### config.mk
export PLATFORM = sky130hd
export DESIGN_NAME = bm25_div
export DESIGN_NICKNAME = d
export VERILOG_FILES = /design/src/rtl/bm25_div.sv
export SDC_FILE = /design/constraint.sdc
export NUM_CORES = 1
export LEC_CHECK = 0
export BUFFER_PORTS_ARGS = -buffer_cell sky130_fd_sc_hd__buf_2
export CELL_PAD_IN_SITES_DETAIL_PLACEMENT = 0
export CELL_PAD_IN_SITES_GLOBAL_PLACEMENT = 1
export CORE_MARGIN = 1
export CORE_UTILIZATION = 45
export CTS_CLUSTER_SIZE = 25
export DETAILED_ROUTE_END_ITERATION = 10
export PLACE_DENSITY = 0.88
export REMOVE_ABC_BUFFERS = 1
export SYNTH_ARGS = -nofsm -noshare
export SYNTH_HDL_FRONTEND = slang
export SYNTH_SLANG_ARGS = --single-unit
export TNS_END_PERCENT = 1
### constraint.sdc
create_clock -name clk -period 5.65 [get_ports clk]
set_input_delay 0.8475 -clock clk [delete_from_list [all_inputs] [get_ports clk]]
set_output_delay 0.8475 -clock clk [all_outputs]
set_load 0.05 [all_outputs]
### src/rtl/bm25_div.sv
module bm25_div #(
  parameter int QW = 40,
  parameter int VW = 47
) (
  input  logic                     clk,
  input  logic                     rst_n,
  input  logic                     start,
  input  logic [$clog2(QW+1)-1:0]  steps,
  input  logic [VW-1:0]            rem_init,
  input  logic [QW-1:0]            low,
  input  logic [VW-1:0]            divisor,
  output logic                     done,
  output logic [QW-1:0]            quot
);
  localparam int SW = $clog2(QW + 1);

  logic          busy_r;
  logic          done_r;
  logic [SW-1:0] cnt_r;
  logic [VW-1:0] rem_r;
  logic [QW-1:0] low_r;
  logic [QW-1:0] quot_r;
  logic [VW-1:0] dv_r;

  logic [VW:0]   trial;
  logic [VW:0]   diff;
  logic          fits;

  assign trial = {rem_r, low_r[QW-1]};
  assign fits  = trial >= {1'b0, dv_r};
  assign diff  = trial - {1'b0, dv_r};

  always_ff @(posedge clk) begin
    if (!rst_n) begin
      busy_r <= 1'b0;
      done_r <= 1'b0;
    end else begin
      done_r <= 1'b0;
      if (start) begin
        rem_r  <= rem_init;
        low_r  <= low;
        dv_r   <= divisor;
        quot_r <= '0;
        cnt_r  <= steps;
        busy_r <= 1'b1;
      end else if (busy_r) begin
        // one restoring step: shift in a dividend bit, subtract if it fits
        rem_r  <= fits ? diff[VW-1:0] : trial[VW-1:0];
        low_r  <= low_r << 1;
        quot_r <= {quot_r[QW-2:0], fits};
        cnt_r  <= cnt_r - SW'(1);
        if (cnt_r == SW'(1)) begin
          busy_r <= 1'b0;
          done_r <= 1'b1;
        end
      end
    end
  end

  assign done = done_r;
  assign quot = quot_r;

endmodule

==> out/metrics.cfg <==
[outcome]
status = complete, no violations

[die]
dieArea_um2 = 23410
ioPinCount = 184
row_count = 54
dieHeight_um = 153.0
chipWidth_um = 153.0
core_um2 = 22090
start_util = 0.4644

[global_routing]
grt_pass1_wl_um = 38050
grt_pass1_vias = 7371
overflow = 0
track_usage = 0.2082
antenna_found_initial = 8
grt_max_degree = 75

[hold_path]
hold_start = busy_r
hold_path_depth = 2
hp-class = reg -> reg

[setup_path]
reg2reg_from = low_r[39]
critPathLaunchType = flip-flop
crit_arrival_ns = 4.10
critPathLaunch = low_r[39]
crit_path_max_fanout = 64
required_ns = 5.85
path_class = reg -> reg
reg2reg_depth = 13
worstSetupEndpointType = flip-flop

[final_layout]
layout-drive-gt1-share = 0.2770
final_nets = 1281
stdcell_area_um2 = 12050
instances_no_fill = 1384
syn2layout_area_growth_pct = 17.39
n_fill_cell = 1948

[drt]
dr.pass1.iters = 5
via_count = 7498
viasPerCell = 5.418
routedWlPerCell_um = 17.30
drcViolationCount = 0
wl_um = 23940
drtAntennaViolNets = 0
drtIter0Drc = 417

[synth]
avgSynthCellArea_um2 = 11.07
syn_area_um2 = 10260
netlist_instances = 927
yosysTopAreaCell = edfxtp_1
synth_edf_count = 180
ys.warnings.count = 0
ys.flop_type = edfxtp_1
synthTopCellsByArea = edfxtp_1 53%, mux2_2 8.0%, ha_1 6.0%, o21ai_0 3.5%, a21oi_1 3.1%
synth_seq_area_share = 0.5307
ys_async_sr_fraction = 0
yosysTopAreaCellShare = 0.5268
ys_ff_latch = 182
yosysUniqueCellTypes = 55

[power]
p_leak_nw = 4.856
p_per_area_nw_per_um2 = 319.9
vdd_drop_max_mv = 0.1842

[timing]
layout_min_cycle_time_ns = 3.892
worst_slew_pin_slew_ns = 1.139
period_share = 0.6888
hold_viol_final = 0
rsz0062_at_grt = no
fmax_mhz = 257.0
finalSetupViolCount = 0
max_slew_margin = 0.2407
fin_worst_skew_ns = 0.01503
fin_tns_setup_ns = 0
report.final.slew_viol_count = 0

[clocking]
cts_buffer_depth = 2
cts.clk_slew.worst_paths_ns = 0.08
numClockSinks = 182
post_cts_buffers = 0
cts_tree = yes
cts_resized = 0
cts_hold_buf = 0
cts_buffers = 17
cts_root_buffer = clkbuf_16
worst_skew_pair.late_latency_ns = 0.45
htree_levels = 4

[place]
dpl_cell_area_um2 = 11420
port_buffers = 183
placedCellCount = 1349
post-dp-hpwl_um = 17450
gp_congestion = 0.8833

[run]
max_cap_violations = 0

## stage by stage
| stage | hold WS [ns] | setup WS [ns] | util | total power [mW] |
|---|---|---|---|---|
| after detailed placement | 0.4406 | 1.758 | 0.5169 | 2.645 |
| after global routing | 0.4643 | 1.493 | 0.5450 | 4.037 |
| after global placement | 0.4407 | 1.881 | 0.5169 | 2.631 |
| after floorplan | 0.4145 | 1.088 | - | 2.383 |
| after CTS | 0.4541 | 1.743 | 0.5449 | 3.882 |
| final | 0.4531 | 1.758 | 0.5452 | 3.853 |
## critical path, stage by stage, from the launching register on
cell and delay (ns):
edfxtp_1 0.39, inv_1 0.07, ha_1 0.17, fa_1 0.20, nand2b_1 0.13, a21oi_1 0.12
o32a_1 0.44, a21oi_2 0.26, o21ai_1 0.17, a31o_2 0.27, a211oi_4 0.22, buf_4 0.51
mux2_2 0.39, mux2_2 0.25
## routing by layer
| layer | vias to the layer above | share of wire | global-route usage |
|---|---|---|---|
| met5 | - | 0.0016 | 0 |
| met4 | 8 | 0.020 | 0.06878 |
| met3 | 34 | 0.082 | 0.07825 |
| met2 | 217 | 0.45 | 0.3303 |
| met1 | 3546 | 0.44 | 0.2620 |
| li1 | 3693 | - | - |
## sequential cells by signal, indices dropped and copies added, names as in the netlist
name    flops
quot       40
done        1
cnt_r       6
dv_r       47
busy_r      1
rem_r      47
low_r      40
## cell usage after synthesis, drive strengths merged, types with 21 or more instances
cell type,count
nor2,39
nand4,21
inv,70
o21ai,74
mux2,74
a21oi,65
ha,49
nand2,81
edfxtp,180
xnor2,28
clkbuf,44
nor2b,49
## worst paths after layout
check / to / slack, ns
max: rem_r[7] / 1.76
min: done / 0.45
max reg2reg: rem_r[7] / 1.76
min reg2reg: done / 0.45
## power breakdown
group	switching, mW	internal, mW
Combinational	0.559	0.392
Clock	0.625	0.608
Sequential	0.0468	1.62
Total	1.23	2.62
## cell usage in the layout, fill, tap and decap left out, types with 17 or more instances in the layout
master | synthesis | final
o21ai_0 | 72 | 72
xnor2_1 | 28 | 28
a21o_1 | 19 | 19
nor2b_1 | 49 | 49
nand4_1 | 21 | 21
nor2_1 | 39 | 39
ha_1 | 49 | 49
mux2_2 | 73 | 73
inv_1 | 69 | 69
nand2_1 | 81 | 81
edfxtp_1 | 180 | 180
buf_2 | 3 | 182
a21oi_1 | 64 | 64
clkbuf_16 | 0 | 17
## layout make-up
cell class,count,area [um^2],share of cell area
diodes,3,7.507,0.0006232
well taps,280,350.3,0.02908
clock buffers,17,425.4,0.03532
clock inverters,15,192.7,0.01600
inverters,70,262.8,0.02181
repair buffers,191,991.0,0.08227
multi-input cells,626,4370,0.3628
flip-flops and latches,182,5445,0.4521
## cell families after synthesis
logic type / share of synthesized area
and+or+nand+nor: 0.1133
AOI/OAI and AO/OA: 0.1284
DFF: 0.5307
buffers and inverters: 0.04426
muxes: 0.08414
adders and majority gates: 0.06170
xor gates and xnor gates: 0.03756
No activity file was read; power rests on OpenSTA's default activity.
